<file path="config.mk">
export PLATFORM = sky130hd
export DESIGN_NAME = bbts_queue
export DESIGN_NICKNAME = d
export VERILOG_FILES = /design/src/sv/bbts_pkg.sv /design/src/sv/bbts_queue.sv
export VERILOG_INCLUDE_DIRS = /design/src /design/src/sv
export SDC_FILE = /design/constraint.sdc
export NUM_CORES = 1
export LEC_CHECK = 0
export BUFFER_PORTS_ARGS = -buffer_cell sky130_fd_sc_hd__clkbuf_2
export CAP_MARGIN = 25
export CORE_MARGIN = 2
export CORE_UTILIZATION = 29
export CTS_BUF_LIST = sky130_fd_sc_hd__clkbuf_16
export DETAILED_ROUTE_END_ITERATION = 7
export REMOVE_ABC_BUFFERS = 1
export SLEW_MARGIN = 20
export SYNTH_ARGS = -nofsm -noshare
export SYNTH_HDL_FRONTEND = slang
export SYNTH_SLANG_ARGS = --single-unit
</file>
<file path="constraint.sdc">
create_clock -name clk -period 1.4 [get_ports clk]
set_input_delay 0.28 -clock clk [delete_from_list [all_inputs] [get_ports clk]]
set_output_delay 0.28 -clock clk [all_outputs]
set_load 0.005 [all_outputs]
</file>
<file path="src/sv/assert_macros.svh">
// Assertion macros shared by the band signal RTL.
// Each macro expects clk and rst_n in scope; no other dependencies.
`ifndef ASSERT_MACROS_SVH
`define ASSERT_MACROS_SVH
`define BBTS_ASSERT_IMPL(lbl, ante, cons, msg) \
  lbl: assert property (@(posedge clk) disable iff (!rst_n) (ante) |-> (cons)) \
    else $error(msg);
`define BBTS_ASSERT_NEXT(lbl, ante, cons, msg) \
  lbl: assert property (@(posedge clk) disable iff (!rst_n) (ante) |=> (cons)) \
    else $error(msg);
`endif

</file>
<file path="src/sv/bbts_pkg.sv">
// Shared types and constants of the Bollinger band trade signal block.
// No dependencies.
package bbts_pkg;
  localparam int WINDOW_MAX_DEF = 256;
  localparam int PRICE_BITS_DEF = 24;
  localparam int PRICE_W = 24;
  localparam int CFG_DATA_W = 12;
  localparam int CFG_IDX_W = 2;
  localparam int WL_W = 9;
  localparam int BM_W = 12;
  localparam int K2_W = 2 * BM_W;
  localparam logic [WL_W-1:0] WL_RESET = 9'd20;
  localparam logic [BM_W-1:0] BM_RESET = 12'd512;

  typedef enum logic [CFG_IDX_W-1:0] {
    CFG_WINDOW_LENGTH   = 2'd0,
    CFG_BAND_MULTIPLIER = 2'd1
  } cfg_reg_t;

  typedef enum logic [1:0] {
    ACT_HOLD = 2'd0,
    ACT_BUY  = 2'd1,
    ACT_SELL = 2'd2
  } action_t;

  typedef enum logic [1:0] {
    F_IDLE,
    F_READ,
    F_PUSH
  } front_state_t;

  typedef enum logic [2:0] {
    B_IDLE,
    B_SQSUM,
    B_NSQ,
    B_VAR,
    B_DEV,
    B_EMIT
  } back_state_t;
endpackage

</file>
<file path="src/sv/bbts_queue.sv">
// Two-entry queue between the front end and the back end.
// Depends on bbts_pkg and assert_macros.svh.
`include "assert_macros.svh"
module bbts_queue import bbts_pkg::*; #(
  parameter int W = 8
) (
  input  logic         clk,
  input  logic         rst_n,
  input  logic         push,
  input  logic [W-1:0] push_data,
  output logic         full,
  input  logic         pop,
  output logic [W-1:0] pop_data,
  output logic         empty
);
  logic [W-1:0] entry_r [2];
  logic         wr_r;
  logic         rd_r;
  logic [1:0]   count_r;

  assign full     = (count_r == 2'd2);
  assign empty    = (count_r == 2'd0);
  assign pop_data = entry_r[rd_r];

  always_ff @(posedge clk) begin
    if (!rst_n) begin
      wr_r    <= 1'b0;
      rd_r    <= 1'b0;
      count_r <= '0;
    end else begin
      if (push) begin
        wr_r <= ~wr_r;
      end
      if (pop) begin
        rd_r <= ~rd_r;
      end
      if (push && !pop) begin
        count_r <= count_r + 1'b1;
      end else if (pop && !push) begin
        count_r <= count_r - 1'b1;
      end
    end
  end

  always_ff @(posedge clk) begin
    if (push) begin
      entry_r[wr_r] <= push_data;
    end
  end

  `BBTS_ASSERT_IMPL(a_no_overflow, push && !pop, !full, "queue overflow")
  `BBTS_ASSERT_IMPL(a_no_underflow, pop, !empty, "queue underflow")
  `BBTS_ASSERT_IMPL(a_count_bounded, 1'b1, count_r != 2'd3, "queue count out of range")
endmodule

</file>
-- Word level (Yosys, flattened, before mapping)
Memories as Yosys holds them, arrays and structs flattened. A register that Yosys moved wholly into a read port is not among the register bits.
Cells that the tools add are included.
- register bits: 4
- bits in writable memories: 16
- output and inout bits: 10
- memories kept: 1
- memory list (name ; words ; width ; read ports ; clocked after memory_dff ; write ports ; RTL line ; text):
    entry_r ; 2 ; 8 ; 1 ; 1 ; 1 ; bbts_queue.sv:16 ; logic [W-1:0] entry_r [2];
- $add $sub $neg: 2
- eq/ne operators: 1
- muxes and demuxes: 6
- bitwise logic cells: 2
- reduce and logical (&&, ||, !) cells: 6
- operator list (operator ; number):
    $mux 1 ; 4
    $mux 2 ; 2
    $add 2x1->2 const B ; 1
    $eq 2x2->1 const B ; 1
    $logic_and 1x1->1 ; 2
    $logic_not 1->1 ; 2
    $logic_not 2->1 ; 1
    $not 1->1 ; 2
    $reduce_bool 2->1 ; 1
    $sub 2x1->2 const B ; 1

-- Depth between registers and ports, before layout
- depth in word-level cells: 4
- gate-level depth with buffers: 5
- gate-level depth less buffers: 5

-- Worst setup path after synthesis
OpenSTA, ideal clock, no wires.
- path kind: input port to flip-flop
- start: in pop
- end: reg count_r[1]
- data arrival time: 1078 ps
- data required time: 1330 ps
- setup slack: 252 ps
- stages on the path: 4
- path buffers: 0
- cell sequence: inv_1 ha_1 or3_1 a21boi_1
- longest elaborated chain between the ends: 3
- elaborated cells between the ends (all ways): 5
- those cells by class: 1 x mux; 4 x reduce/logical
- ends and longest elaborated chain (element ; RTL line ; text):
    from (decl) ; bbts_queue.sv:12 ; input logic pop,
    $logic_not 1->1 ; bbts_queue.sv:37 ; if (push && !pop) begin
    $logic_and 1x1->1 ; bbts_queue.sv:37 ;
    $mux 2 or $reduce_bool 2->1 (tied branches) ; -- ;
    to (signal assigned) ; bbts_queue.sv:38 ; count_r <= count_r + 1'b1;
    to (signal assigned) ; bbts_queue.sv:40 ; count_r <= count_r - 1'b1;
    to (decl) ; bbts_queue.sv:19 ; logic [1:0] count_r;
Several ways; a longest one is shown, not always the timed one.
A chain may end at the register's enable or synchronous reset.

==> summary by stage <==
Route
The vias per cell is 4.27. The total wire length after detailed routing is approximately 1.1 mm. The routed wirelength normalized by instance count is between 10 and 15 um. The total via count after detailed routing is 436.

In this run the remaining antenna-violating nets after routing total 0. The length of the first detailed-routing pass in iterations is 4. After detailed routing, the number of remaining DRC violations is 0. The detailed router's first-iteration violation count is 7.

Clock tree
The number of buffers created by CTS is 3. The number of buffers on the longest clock path is 2. The clock latency at the later pin of the worst-skew pair is about 0.25 ns. The total setup buffers inserted after CTS is 0. The clock net sink count is 21.

TritonCTS built the clock tree. Clock tree synthesis selected as its root buffer the cell clkbuf_16. Clock-pin slew was measured on the worst setup and hold paths at approximately 0.06 ns.

CTS built an H-tree with a depth of 1.

Job
The reported max-cap violation count is 0.

Global route
The number of antenna violations at the first check in global routing was 0. The global-route wire length before repair is 2.03 mm. The total congestion overflow is 0.

The via count of the first global-routing pass is 453. Across every metal layer, demand over resource in global routing totals 0.0894. The largest net degree at the start of global routing is 13.

STA
Setup repair after global routing could not meet its margin everywhere. The post-route minimum period is 1.40 ns. In the finished design, the share of the clock period the worst path needs comes to 0.997. The number of hold violations in the final report is 0. The worst hold margin is roughly 0.21 ns. The worst clock skew is approximately 0.0043 ns. In this run the tightest slew margin relative to its limit is 0.755. Across all setup checks in the final design, the least slack found is 0.00378 ns. Setup violations remaining at the end of the flow were counted as 0.

The measured slew at the worst slew-check pin is 0.368 ns. The final number of max-transition violations came to 0. Based on the critical path, the design can be clocked at up to 716 MHz.

Layout
The number of antenna diodes in the final layout is 0. In the layout the commonest cells are clkbuf_2, edfxtp_1, mux2_2. Leaving out fill and tap cells, the most frequent cell in the layout is clkbuf_2. The layout overhead on the synthesized area is 28.8%.

The final layout net count is 86. Of the cells placed in the final design, the portion with a size suffix greater than 1 is 0.500.

Worst setup path
The critical path's slowest cell is dfxtp_4. The type of destination of the critical path is an output port. The start of the worst register-to-register path is count_r[0]. The required time of the critical path is 1.12 ns. The critical path goes through mux2_2 > clkbuf_2. The highest fanout seen on the critical path is 8. The start-to-end type of the worst setup path is flop to output port. The critical path arrival is 1.12 ns.

For this run, the slowest stage of the critical path takes 0.40 ns. The type of element launching the critical path is a flop.

Die
Measured along the x axis, the die boundary spans 56.3 um. The floorplan core area is 2540 sq um. The initial utilization of the core area, before any placement, comes to 0.312. The area enclosed by the die boundary is 3170 sq um. The standard-cell row count is 18. The top-level port count is 22. The floorplan step set the die height to 56.3 um.

Placed design
The routability congestion estimate from global placement is 0.645. The number of input and output port buffers inserted is 21. Detailed placement ended at an HPWL of 846 um.

The setup slack after placement is 0.0827 ns.

Yosys
The flip-flop and latch count after synthesis is 21. The post-synth design cell area is between 700 and 800 sq um. The warning count from the yosys run is 0.

For this run, the register share of the synthesized area comes to 0.731. In this run the mean area of a mapped cell was 16.9 sq um. After technology mapping, the gate count stands at 47. The count of unique library cells instantiated by Yosys is 16.

Worst hold path
The startpoint identified for the worst hold timing path is push_data[5]. The class of the tightest hold or removal check is input pin to flop.

Power and ir drop
For this design the ratio of total power to cell area is 1440 nW/um^2. The largest voltage drop on the vdd net is 0.956 mV. The leakage power figure is 0.413 nW.

Run status
The flow ran to the end, and the final reports show no timing, DRC or antenna violations.
## path summary, 6_finish.rpt
path | end | slack [ns] | cells after the start
max | pop_data[4] | 0.004 | 2
min | entry_r[0][5] | 0.21 | 1
max reg2reg | count_r[1] | 0.37 | 3
min reg2reg | count_r[1] | 0.50 | 2
## per-stage QoR
step | cells | util | total power [mW] | setup TNS [ns] | area [sq um]
after global placement | 98 | 0.369 | 0.899 | 0 | 940
after global routing | 102 | 0.402 | 1.54 | -0.240 | 1020
after detailed placement | 98 | 0.369 | 0.902 | 0 | 940
after floorplan | 46 | - | 0.830 | 0 | 790
after CTS | 102 | 0.402 | 1.49 | -0.0260 | 1020
final | 102 | 0.402 | 1.47 | 0 | 1020
## Yosys cell counts
cell      count  area (sq um)
edfxtp_1     16           480
buf_2         1          5.00
or3_1         1          6.26
a21boi_1      1          7.51
nor2b_1       2          12.5
xor2_1        2          17.5
inv_1         1          3.75
o21ai_0       1          5.00
xnor2_1       1          8.76
mux2_2        8          90.1
o21a_1        1          7.51
and2_1        4          25.0
dfxtp_1       5           100
and2b_2       1          8.76
nor2_1        1          3.75
ha_1          1          12.5
## worst max-delay path, delay by kind of cell (launching register included)
family	cells	cell delay, ns
mux	1	0.35
buf+inv	1	0.11
flops	1	0.40
## flip-flops by register name, indices dropped and copies added, names as in the netlist, named ones only
| signal | count |
|---|---|
| count_r | 2 |
| entry_r | 16 |
| rd_r | 1 |
| wr_r | 1 |
## timing repair
action	in CTS	in global routing
cloned	0	0
endpoints found under the setup margin	8	8
hold buffers	0	0
gates resized for setup	2	0
endpoints found under the hold margin	0	0
## kinds of logic after synthesis
kind of cell / Yosys count / synth area share
compound gates: 3 / 0.0252
flops: 21 / 0.731
buf+inv: 2 / 0.0110
fa+ha+maj: 1 / 0.0157
xor+xnor: 3 / 0.0331
simple gates: 9 / 0.0709
mux: 8 / 0.113
## report_power, final
part | internal (mW) | switching, mW | total, mW
logic | 0.0875 | 0.0587 | 0.146
registers | 0.715 | 0.0250 | 0.740
clock network | 0.383 | 0.204 | 0.587
total | 1.19 | 0.287 | 1.47
## area by class of cell
| type | instances | area [sq um] |
|---|---|---|
| clock buffer | 3 | 75.1 |
| clock inverter | 1 | 5.00 |
| multi-input combinational | 24 | 205 |
| tap | 30 | 37.5 |
| fill | 250 | 1520 |
| sequential | 21 | 584 |
| timing repair buffer | 22 | 113 |
| inverter | 1 | 3.75 |
## metal layers
metal	vias up	routed length, um	GRT usage
met5	-	0	0
met4	0	25	0.0510
met3	5	116	0.0576
met2	18	525	0.133
met1	196	480	0.0956
li1	217	-	-
Note: power is estimated with default switching activity, not from simulation.
