`config.mk`:
```
export PLATFORM = sky130hd
export DESIGN_NAME = bbts_back
export DESIGN_NICKNAME = d
export VERILOG_FILES = /design/src/sv/bbts_pkg.sv /design/src/sv/bbts_mult.sv /design/src/sv/bbts_back.sv
export VERILOG_INCLUDE_DIRS = /design/src /design/src/sv
export SDC_FILE = /design/constraint.sdc
export NUM_CORES = 2
export LEC_CHECK = 0
export BUFFER_PORTS_ARGS = -buffer_cell sky130_fd_sc_hd__buf_2
export CAP_MARGIN = 20
export CORE_MARGIN = 2
export CORE_UTILIZATION = 55
export CTS_CLUSTER_DIAMETER = 100
export CTS_CLUSTER_SIZE = 12
export DETAILED_ROUTE_END_ITERATION = 10
export GPL_ROUTABILITY_DRIVEN = 0
export GPL_TIMING_DRIVEN = 0
export PLACE_DENSITY = 0.74
export REMOVE_ABC_BUFFERS = 1
export SYNTH_ARGS = -nofsm -noshare
export SYNTH_HDL_FRONTEND = slang
export SYNTH_HIERARCHICAL = 1
export SYNTH_SLANG_ARGS = --single-unit
```
`constraint.sdc`:
```
create_clock -name clk -period 52 [get_ports clk]
set_clock_uncertainty 0.1 [all_clocks]
set_input_delay 10.4 -clock clk [delete_from_list [all_inputs] [get_ports clk]]
set_output_delay 10.4 -clock clk [all_outputs]
set_load 0.02 [all_outputs]
```
`src/sv/assert_macros.svh`:
```
// Assertion macros shared by the band signal RTL.
// Each macro expects clk and rst_n in scope; no other dependencies.
`ifndef ASSERT_MACROS_SVH
`define ASSERT_MACROS_SVH
`define BBTS_ASSERT_IMPL(lbl, ante, cons, msg) \
  lbl: assert property (@(posedge clk) disable iff (!rst_n) (ante) |-> (cons)) \
    else $error(msg);
`define BBTS_ASSERT_NEXT(lbl, ante, cons, msg) \
  lbl: assert property (@(posedge clk) disable iff (!rst_n) (ante) |=> (cons)) \
    else $error(msg);
`endif

```
`src/sv/bbts_pkg.sv`:
```
// Shared types and constants of the Bollinger band trade signal block.
// No dependencies.
package bbts_pkg;
  localparam int WINDOW_MAX_DEF = 256;
  localparam int PRICE_BITS_DEF = 24;
  localparam int PRICE_W = 24;
  localparam int CFG_DATA_W = 12;
  localparam int CFG_IDX_W = 2;
  localparam int WL_W = 9;
  localparam int BM_W = 12;
  localparam int K2_W = 2 * BM_W;
  localparam logic [WL_W-1:0] WL_RESET = 9'd20;
  localparam logic [BM_W-1:0] BM_RESET = 12'd512;

  typedef enum logic [CFG_IDX_W-1:0] {
    CFG_WINDOW_LENGTH   = 2'd0,
    CFG_BAND_MULTIPLIER = 2'd1
  } cfg_reg_t;

  typedef enum logic [1:0] {
    ACT_HOLD = 2'd0,
    ACT_BUY  = 2'd1,
    ACT_SELL = 2'd2
  } action_t;

  typedef enum logic [1:0] {
    F_IDLE,
    F_READ,
    F_PUSH
  } front_state_t;

  typedef enum logic [2:0] {
    B_IDLE,
    B_SQSUM,
    B_NSQ,
    B_VAR,
    B_DEV,
    B_EMIT
  } back_state_t;
endpackage

```
`src/sv/bbts_mult.sv`:
```
// Shift-and-add serial multiplier, one multiplier bit per cycle.
// Depends on bbts_pkg only by convention; used by bbts_back.
module bbts_mult import bbts_pkg::*; #(
  parameter int AW = 66,
  parameter int BW = 33
) (
  input  logic             clk,
  input  logic             rst_n,
  input  logic             start,
  input  logic [AW-1:0]    a,
  input  logic [BW-1:0]    b,
  output logic             done,
  output logic [AW+BW-1:0] prod
);
  localparam int MW = AW + BW;
  localparam int CNT_W = $clog2(BW);

  logic             busy_r;
  logic             done_r;
  logic [CNT_W-1:0] cnt_r;
  logic [MW-1:0]    acc_r;
  logic [MW-1:0]    a_r;
  logic [BW-1:0]    b_r;

  always_ff @(posedge clk) begin
    if (!rst_n) begin
      busy_r <= 1'b0;
      done_r <= 1'b0;
    end else begin
      done_r <= busy_r && (cnt_r == '0);
      if (start) begin
        busy_r <= 1'b1;
      end else if (busy_r && (cnt_r == '0)) begin
        busy_r <= 1'b0;
      end
    end
  end

  always_ff @(posedge clk) begin
    if (start) begin
      acc_r <= '0;
      a_r   <= MW'(a);
      b_r   <= b;
      cnt_r <= CNT_W'(BW - 1);
    end else if (busy_r) begin
      if (b_r[0]) begin
        acc_r <= acc_r + a_r;
      end
      a_r   <= a_r << 1;
      b_r   <= b_r >> 1;
      cnt_r <= cnt_r - 1'b1;
    end
  end

  assign done = done_r;
  assign prod = acc_r;
endmodule

```
`src/sv/bbts_back.sv`:
```
// Back end: band test on a serial multiplier, trade state and result register.
// Depends on bbts_pkg, bbts_mult and assert_macros.svh.
`include "assert_macros.svh"
module bbts_back import bbts_pkg::*; #(
  parameter int WINDOW_MAX = WINDOW_MAX_DEF,
  parameter int PRICE_BITS = PRICE_BITS_DEF,
  parameter int LW = $clog2(WINDOW_MAX + 1),
  parameter int SW = PRICE_BITS + LW,
  parameter int QW = 2 * PRICE_BITS + LW,
  parameter int EW = PRICE_BITS + 2 * SW + QW + LW + 1
) (
  input  logic            clk,
  input  logic            rst_n,
  input  logic            q_empty,
  output logic            q_pop,
  input  logic [EW-1:0]   q_data,
  input  logic [BM_W-1:0] band_mult,
  output logic            out_valid,
  input  logic            out_stall,
  output logic [1:0]      out_action,
  output logic            out_window_ready,
  output logic            out_trade_won,
  output logic [31:0]     out_trades_total,
  output logic [31:0]     out_trades_winning,
  output logic [31:0]     out_trades_losing,
  output logic [31:0]     out_window_sum,
  output logic [55:0]     out_window_sum_squares
);
  localparam int VW = QW + LW;
  localparam int BW = (SW > K2_W) ? SW : K2_W;
  localparam int MW = VW + BW;
  localparam int CW = MW + 16;

  back_state_t           state_r, state_nxt;
  logic [PRICE_BITS-1:0] q_p;
  logic [SW-1:0]         q_np;
  logic [SW-1:0]         q_sum;
  logic [QW-1:0]         q_sumsq;
  logic [LW-1:0]         q_n;
  logic                  q_rdy;

  logic [PRICE_BITS-1:0] p_r;
  logic [SW-1:0]         sum_r;
  logic [QW-1:0]         sumsq_r;
  logic [LW-1:0]         n_r;
  logic                  rdy_r;
  logic [SW-1:0]         d_r;
  logic                  below_r;
  logic                  above_r;
  logic [K2_W-1:0]       k2_r;
  logic [MW-1:0]         m1_r;
  logic [CW-1:0]         rhs_r;
  logic [CW-1:0]         lhs_r;

  logic                  holding_r;
  logic [PRICE_BITS-1:0] entry_r;
  logic [31:0]           total_r;
  logic [31:0]           wins_r;
  logic [31:0]           losses_r;

  logic                  out_valid_r;
  logic [1:0]            out_action_r;
  logic                  out_ready_r;
  logic                  out_won_r;
  logic [31:0]           out_sum_r;
  logic [55:0]           out_sumsq_r;

  logic                  mul_start;
  logic [VW-1:0]         mul_a;
  logic [BW-1:0]         mul_b;
  logic                  mul_done;
  logic [MW-1:0]         mul_prod;
  logic [VW-1:0]         var_w;
  logic                  out_ok;
  logic                  emit;
  logic                  beyond;
  logic                  do_buy;
  logic                  do_sell;
  logic                  won;

  assign {q_p, q_np, q_sum, q_sumsq, q_n, q_rdy} = q_data;
  assign var_w  = VW'(mul_prod - m1_r);
  assign out_ok = !out_valid_r || !out_stall;
  assign beyond = (lhs_r > rhs_r);
  assign do_buy  = rdy_r && !holding_r && below_r && beyond;
  assign do_sell = rdy_r && holding_r && above_r && beyond;
  assign won     = do_sell && (p_r > entry_r);

  bbts_mult #(.AW(VW), .BW(BW)) u_mult (
    .clk  (clk),
    .rst_n(rst_n),
    .start(mul_start),
    .a    (mul_a),
    .b    (mul_b),
    .done (mul_done),
    .prod (mul_prod)
  );

  always_comb begin
    state_nxt = state_r;
    q_pop     = 1'b0;
    mul_start = 1'b0;
    mul_a     = VW'(q_sum);
    mul_b     = BW'(q_sum);
    emit      = 1'b0;
    unique case (state_r)
      B_IDLE: begin
        if (!q_empty) begin
          q_pop     = 1'b1;
          mul_start = q_rdy;
          state_nxt = q_rdy ? B_SQSUM : B_EMIT;
        end
      end
      B_SQSUM: begin
        mul_a = VW'(sumsq_r);
        mul_b = BW'(n_r);
        if (mul_done) begin
          mul_start = 1'b1;
          state_nxt = B_NSQ;
        end
      end
      B_NSQ: begin
        mul_a = var_w;
        mul_b = BW'(k2_r);
        if (mul_done) begin
          mul_start = 1'b1;
          state_nxt = B_VAR;
        end
      end
      B_VAR: begin
        mul_a = VW'(d_r);
        mul_b = BW'(d_r);
        if (mul_done) begin
          mul_start = 1'b1;
          state_nxt = B_DEV;
        end
      end
      B_DEV: begin
        if (mul_done) begin
          state_nxt = B_EMIT;
        end
      end
      B_EMIT: begin
        if (out_ok) begin
          emit      = 1'b1;
          state_nxt = B_IDLE;
        end
      end
      default: state_nxt = B_IDLE;
    endcase
  end

  always_ff @(posedge clk) begin
    if (!rst_n) begin
      state_r <= B_IDLE;
    end else begin
      state_r <= state_nxt;
    end
  end

  always_ff @(posedge clk) begin
    if (q_pop) begin
      p_r     <= q_p;
      sum_r   <= q_sum;
      sumsq_r <= q_sumsq;
      n_r     <= q_n;
      rdy_r   <= q_rdy;
      below_r <= (q_sum > q_np);
      above_r <= (q_np > q_sum);
      d_r     <= (q_sum > q_np) ? q_sum - q_np : q_np - q_sum;
      k2_r    <= band_mult * band_mult;
    end
    if (mul_done) begin
      unique case (state_r)
        B_SQSUM: m1_r  <= mul_prod;
        B_VAR:   rhs_r <= CW'(mul_prod);
        B_DEV:   lhs_r <= CW'(mul_prod) << 16;
        default: ;
      endcase
    end
  end

  always_ff @(posedge clk) begin
    if (!rst_n) begin
      holding_r   <= 1'b0;
      entry_r     <= '0;
      total_r     <= '0;
      wins_r      <= '0;
      losses_r    <= '0;
      out_valid_r <= 1'b0;
    end else begin
      if (emit) begin
        out_valid_r <= 1'b1;
      end else if (!out_stall) begin
        out_valid_r <= 1'b0;
      end
      if (emit && do_buy) begin
        holding_r <= 1'b1;
        entry_r   <= p_r;
      end
      if (emit && do_sell) begin
        holding_r <= 1'b0;
        total_r   <= (total_r == '1) ? total_r : total_r + 1'b1;
        if (won) begin
          wins_r <= (wins_r == '1) ? wins_r : wins_r + 1'b1;
        end else begin
          losses_r <= (losses_r == '1) ? losses_r : losses_r + 1'b1;
        end
      end
    end
  end

  always_ff @(posedge clk) begin
    if (emit) begin
      out_action_r <= do_buy ? ACT_BUY : (do_sell ? ACT_SELL : ACT_HOLD);
      out_ready_r  <= rdy_r;
      out_won_r    <= won;
      out_sum_r    <= 32'(sum_r);
      out_sumsq_r  <= 56'(sumsq_r);
    end
  end

  assign out_valid              = out_valid_r;
  assign out_action             = out_action_r;
  assign out_window_ready       = out_ready_r;
  assign out_trade_won          = out_won_r;
  assign out_trades_total       = total_r;
  assign out_trades_winning     = wins_r;
  assign out_trades_losing      = losses_r;
  assign out_window_sum         = out_sum_r;
  assign out_window_sum_squares = out_sumsq_r;

  `BBTS_ASSERT_IMPL(a_signal_needs_window, out_valid_r && (out_action_r != ACT_HOLD), out_ready_r, "signal without full window")
  `BBTS_ASSERT_IMPL(a_won_only_on_sell, out_valid_r && out_won_r, out_action_r == ACT_SELL, "win flag without sell")
  `BBTS_ASSERT_NEXT(a_buy_opens_position, emit && do_buy, holding_r, "buy did not open a position")
endmodule

```
# Word level (Yosys, flattened, before mapping)
# Index checks and enable logic that the tools add are counted.
[totals] ff_bits=902 latchBits=0 mem_bits_rw=0 romBits=0 in_bits=173 out_inout_bits=190 elab_cells=119 memories=0
[op_classes] n_addsub=8 mul=1 div_mod_pow=0 order_cmp=4 eq_ne=15 shifts=0 muxes=27 bitwise_logic=5 n_reduce_logical=28
[op_table] cell="$pmux W66 S3" count=1
[op_table] cell="$mux W66" count=2
[op_table] cell="$gt A115 B99 Y1" count=1
[op_table] cell="$add A99 B99 Y99" count=1
[op_table] cell="$mux W33" count=3
[op_table] cell="$pmux W33 S3" count=1
[op_table] cell="$add A32 B1 Y32 const B" count=3
[op_table] cell="$eq A32 B32 Y1 const B" count=3
[op_table] cell="$gt A33 B33 Y1" count=2
[op_table] cell="$sub A33 B33 Y33" count=2
[op_table] cell="$sub A66 B66 Y66" count=1
[op_table] cell="$gt A24 B24 Y1" count=1
[op_table] cell="$mul A12 B12 Y24" count=1
[op_table] cell="$mux W3" count=7
[op_table] cell="$pmux W3 S6" count=1
[op_table] cell="$logic_and A1 B1 Y1" count=10
[op_table] cell="$mux W1" count=10
[op_table] cell="$ne A2 B1 Y1 const B" count=5
[op_table] cell="$reduce_and A2 Y1" count=5
[op_table] cell="$eq A3 B2 Y1 const B" count=2
[op_table] cell="$eq A3 B3 Y1 const B" count=2
[op_table] cell="$logic_not A6 Y1" count=1
[op_table] cell="$reduce_and A3 Y1" count=2
[op_table] cell="$reduce_and A6 Y1" count=1
[op_table] cell="other kinds (12)" count=20

# Depth between registers and ports, before layout
[depth] word_depth=6 mapped_depth=23

# By module
# Netlist, hierarchy kept.
[by_module_without_submodules] mod="bbts_back" instances=1 cells_each=3500 area_per_inst_um2=37768.7 seq_area_each_um2=18627.9
[by_module_without_submodules] mod="bbts_mult" instances=1 cells_each=1627 area_per_inst_um2=14906.8 seq_area_each_um2=5775.5

# Worst setup path before layout
# OpenSTA, ideal clock, no wires.
[synth_path] path_type="input to output" start="in q_empty" end="out q_pop" t_arrival_ns=27.985 required_time_ns=41.500 path_slack_ns=13.515 cell_stages=1 path_buffers=0 path_cell_list="nor4_1"
[synth_via] elab_chain_cells=2
[synth_lines] item="from (decl)" line="bbts_back.sv:14" source="input logic q_empty,"
[synth_lines] item="$mux W1" line="bbts_back.sv:108" source="if (!q_empty) begin"
[synth_lines] item="$mux W1" line="bbts_back.sv:106" source="unique case (state_r)"
[synth_lines] item="to (decl)" line="bbts_back.sv:15" source="output logic q_pop,"
# No other way between the ends.

# Worst setup path after layout
# Ends and elaborated chain as after synthesis.

==> impl_metrics.json <==
{
  "boundaryPins": 363,
  "slew_headroom_pct": 24.2,
  "finalCritPeriodShare_pct": 45.1,
  "cts_made_buffers": 85,
  "drc": 0,
  "cts_tree": "built",
  "clockRootBuffer": "clkbuf_16",
  "ant_nets": 0,
  "p_leak_nw": 25.0,
  "crit_family": "buffers and inverters",
  "fmax_mhz": 42.6,
  "seq_area_mm2": 0.0244,
  "yosysSeqAreaShare_pct": 46.3,
  "final_cell_mix": "edfxtp_1 (636), inv_1 (458), nand2_1 (436)",
  "nFillCells": 7798,
  "total_power_mw": 2.17,
  "finalHoldViolCount": 0,
  "grt_usage_pct": 26.2,
  "viasPerCell": 5.93,
  "ys_ff_latch": 901,
  "p_sw_share_pct": 33.3,
  "vias": 40036,
  "die_h_um": 313,
  "crit_path_start_kind": "input port",
  "async_reset_ff_share_pct": 0,
  "cpPeakStageDelay_ns": 0.31,
  "period_needed_ns": 23.46,
  "crit_required_ns": 41.50,
  "critPathKind": "in -> out",
  "syn_to_final_growth_pct": 11.4,
  "pwr-share-comb_pct": 30.7,
  "cts_resized": 0,
  "crit_chain": "buf_2 > nor4_2 > clkbuf_4 > buf_4 > buf_4 > buf_4 > buf_4 > buf_4 > buf_4 > buf_4 > buf_4 > buf_2",
  "arrival_ns": 12.96,
  "ir_worst_vdd_mv": 0.0297,
  "layout-drive-gt1-share_pct": 13.1,
  "clkSinkCount": 901,
  "setup_violations": 0,
  "rows": 113,
  "clockBufferDepth": 3,
  "cp_common_cell": "buf_4",
  "grt_overflow_total": 0,
  "synth_edf_count": 636,
  "mappedNetlistArea_mm2": 0.0527,
  "post_cts_buffers": 0,
  "dp_cells": 6582,
  "crit_slowest_cell": "clkbuf_4",
  "grt_max_degree": 95,
  "tns_ns": 0,
  "drv_slew": 0,
  "drt_iter0_drc": 3813,
  "avgSynthCellArea_um2": 10.3,
  "final_common_cell": "edfxtp_1",
  "cp_max_fo": 9,
  "layout.cells.non_filler": 6748,
  "wl_per_cell_um": 19.5,
  "insertion_delay_ns": 0.67,
  "wirelength_um": 132000,
  "grt_pass1_vias": 38835,
  "drt-pass1-iter-count": 6,
  "p_seq_share_pct": 42.1,
  "p_sw_mw": 0.724,
  "antenna_found_initial": 8,
  "die-area_mm2": 0.0983,
  "finalInstanceArea_mm2": 0.0587,
  "rsz0062_at_grt": "no",
  "intPower_mw": 1.45,
  "clkPwrFrac_pct": 27.2,
  "drv_cap": 0,
  "ys_types": 106,
  "dieWidth_um": 313,
  "synthFlopType": "edfxtp_1",
  "status": "finished clean",
  "core-area_mm2": 0.0950,
  "port-buffer-count": 362,
  "min_path_type": "reg -> reg",
  "grt_pass1_wl_um": 207000,
  "crit_buf_inv": 11,
  "synth_warnings": 6,
  "start_util_pct": 55.4,
  "worst_pin_slew_ns": 1.13,
  "place.detailed.hpwl_um": 98300,
  "syn_inst": 5127,
  "fin_nets": 6059,
  "cts-hold-fix-buffers": 0,
  "path_clk_slew_ns": 0.06,
  "multi_input_area_mm2": 0.0256,
  "htreeDepth": 3,
  "cp-end-kind": "output pin",
  "p_per_area_mw_per_mm2": 37.1,
  "placed_cell_area_mm2": 0.0561
}
==> cell type report <==
class	instances	share of cell area, %
antenna	8	0.0341
clock buffer	151	4.21
clock inverter	4	0.0789
inverter	462	2.96
multi-input combinational	3521	43.7
sequential	901	41.6
tap	1265	2.70
timing repair buffer	436	4.75
==> routing by layer <==
metal	part of all wire, %	up-vias	global-route usage (%)	wire [µm]
met3	6.3	297	3.53	8260
met1	41	19291	33.2	53900
met4	3.8	0	10.0	5010
met5	0	-	0	0
li1	-	19020	-	-
met2	49	1428	45.6	64600
==> logic make-up after synthesis <==
logic type,count (synthesis),synth area share [%]
simple gates,1333,12.3
buf+inv,705,5.16
xor+xnor,220,3.66
flops,901,46.3
fa+ha+maj,480,12.6
mux,206,4.16
compound gates,1282,15.8
==> sequential cells by signal, summed over array words and instances (netlist names), 33 cells and up <==
signal and flops:
d_r 33, sumsq_r 57, u_mult/b_r 33, rhs_r 99, out_window_sum_squares 56, lhs_r 99
u_mult/a_r 99, m1_r 66, u_mult/prod 99
==> Yosys cell counts (114+ instances only) <==
cell type | number | area, µm²
edfxtp_1 | 636 | 19100
inv_1 | 460 | 1730
nand2_1 | 437 | 1640
a21oi_1 | 406 | 2030
ha_1 | 394 | 4930
nor2_1 | 279 | 1050
dfxtp_1 | 265 | 5310
o21ai_0 | 254 | 1270
a21o_1 | 199 | 1490
clkbuf_1 | 191 | 717
xnor2_1 | 147 | 1290
nand4_1 | 116 | 726
nand3_1 | 114 | 571
==> power groups by stage <==
stage / registers [mW] / logic [mW] / clock network [mW]
detailed placement: 0.930 / 0.651 / 0
global route: 0.920 / 0.743 / 0.629
global placement: 0.948 / 0.638 / 0
CTS: 0.915 / 0.658 / 0.604
finish: 0.915 / 0.667 / 0.592
floorplan: 0.909 / 0.507 / 0
==> through the flow <==
step	worst slack [ns]	hold slack (ns)	util, %
2_1_floorplan	8.12	0.300	-
3_3_place_gp	-18.97	0.302	58.0
3_5_place_dp	28.17	0.305	59.1
4_1_cts	28.16	0.316	61.7
5_1_grt	28.40	0.328	61.8
6_report	28.54	0.317	61.8
==> worst reg2reg max path: cells and delay by family, from the launching register on <==
| family | cells | cell delay [ns] |
|---|---|---|
| AOI/OAI and AO/OA | 10 | 3.35 |
| adders and majority gates | 2 | 0.61 |
| buffers and inverters | 1 | 0.06 |
| DFF | 1 | 0.43 |
| and+or+nand+nor | 2 | 0.40 |
==> path summary, 6_finish.rpt <==
check / endpoint / start / cells after the start / slack, ns
worst min-delay path: out_window_sum[4]$_DFFE_PP_ / sum_r[4]$_DFFE_PP_ / 0 / 0.32
worst max register to register: u_mult/prod[88]$_SDFFE_PP0P_ / u_mult/prod[0]$_SDFFE_PP0P_ / 15 / 46.97
worst min register to register: out_window_sum[4]$_DFFE_PP_ / sum_r[4]$_DFFE_PP_ / 0 / 0.32
worst max-delay path: q_pop / q_empty / 12 / 28.54
Note: power is estimated with default switching activity, not from simulation.
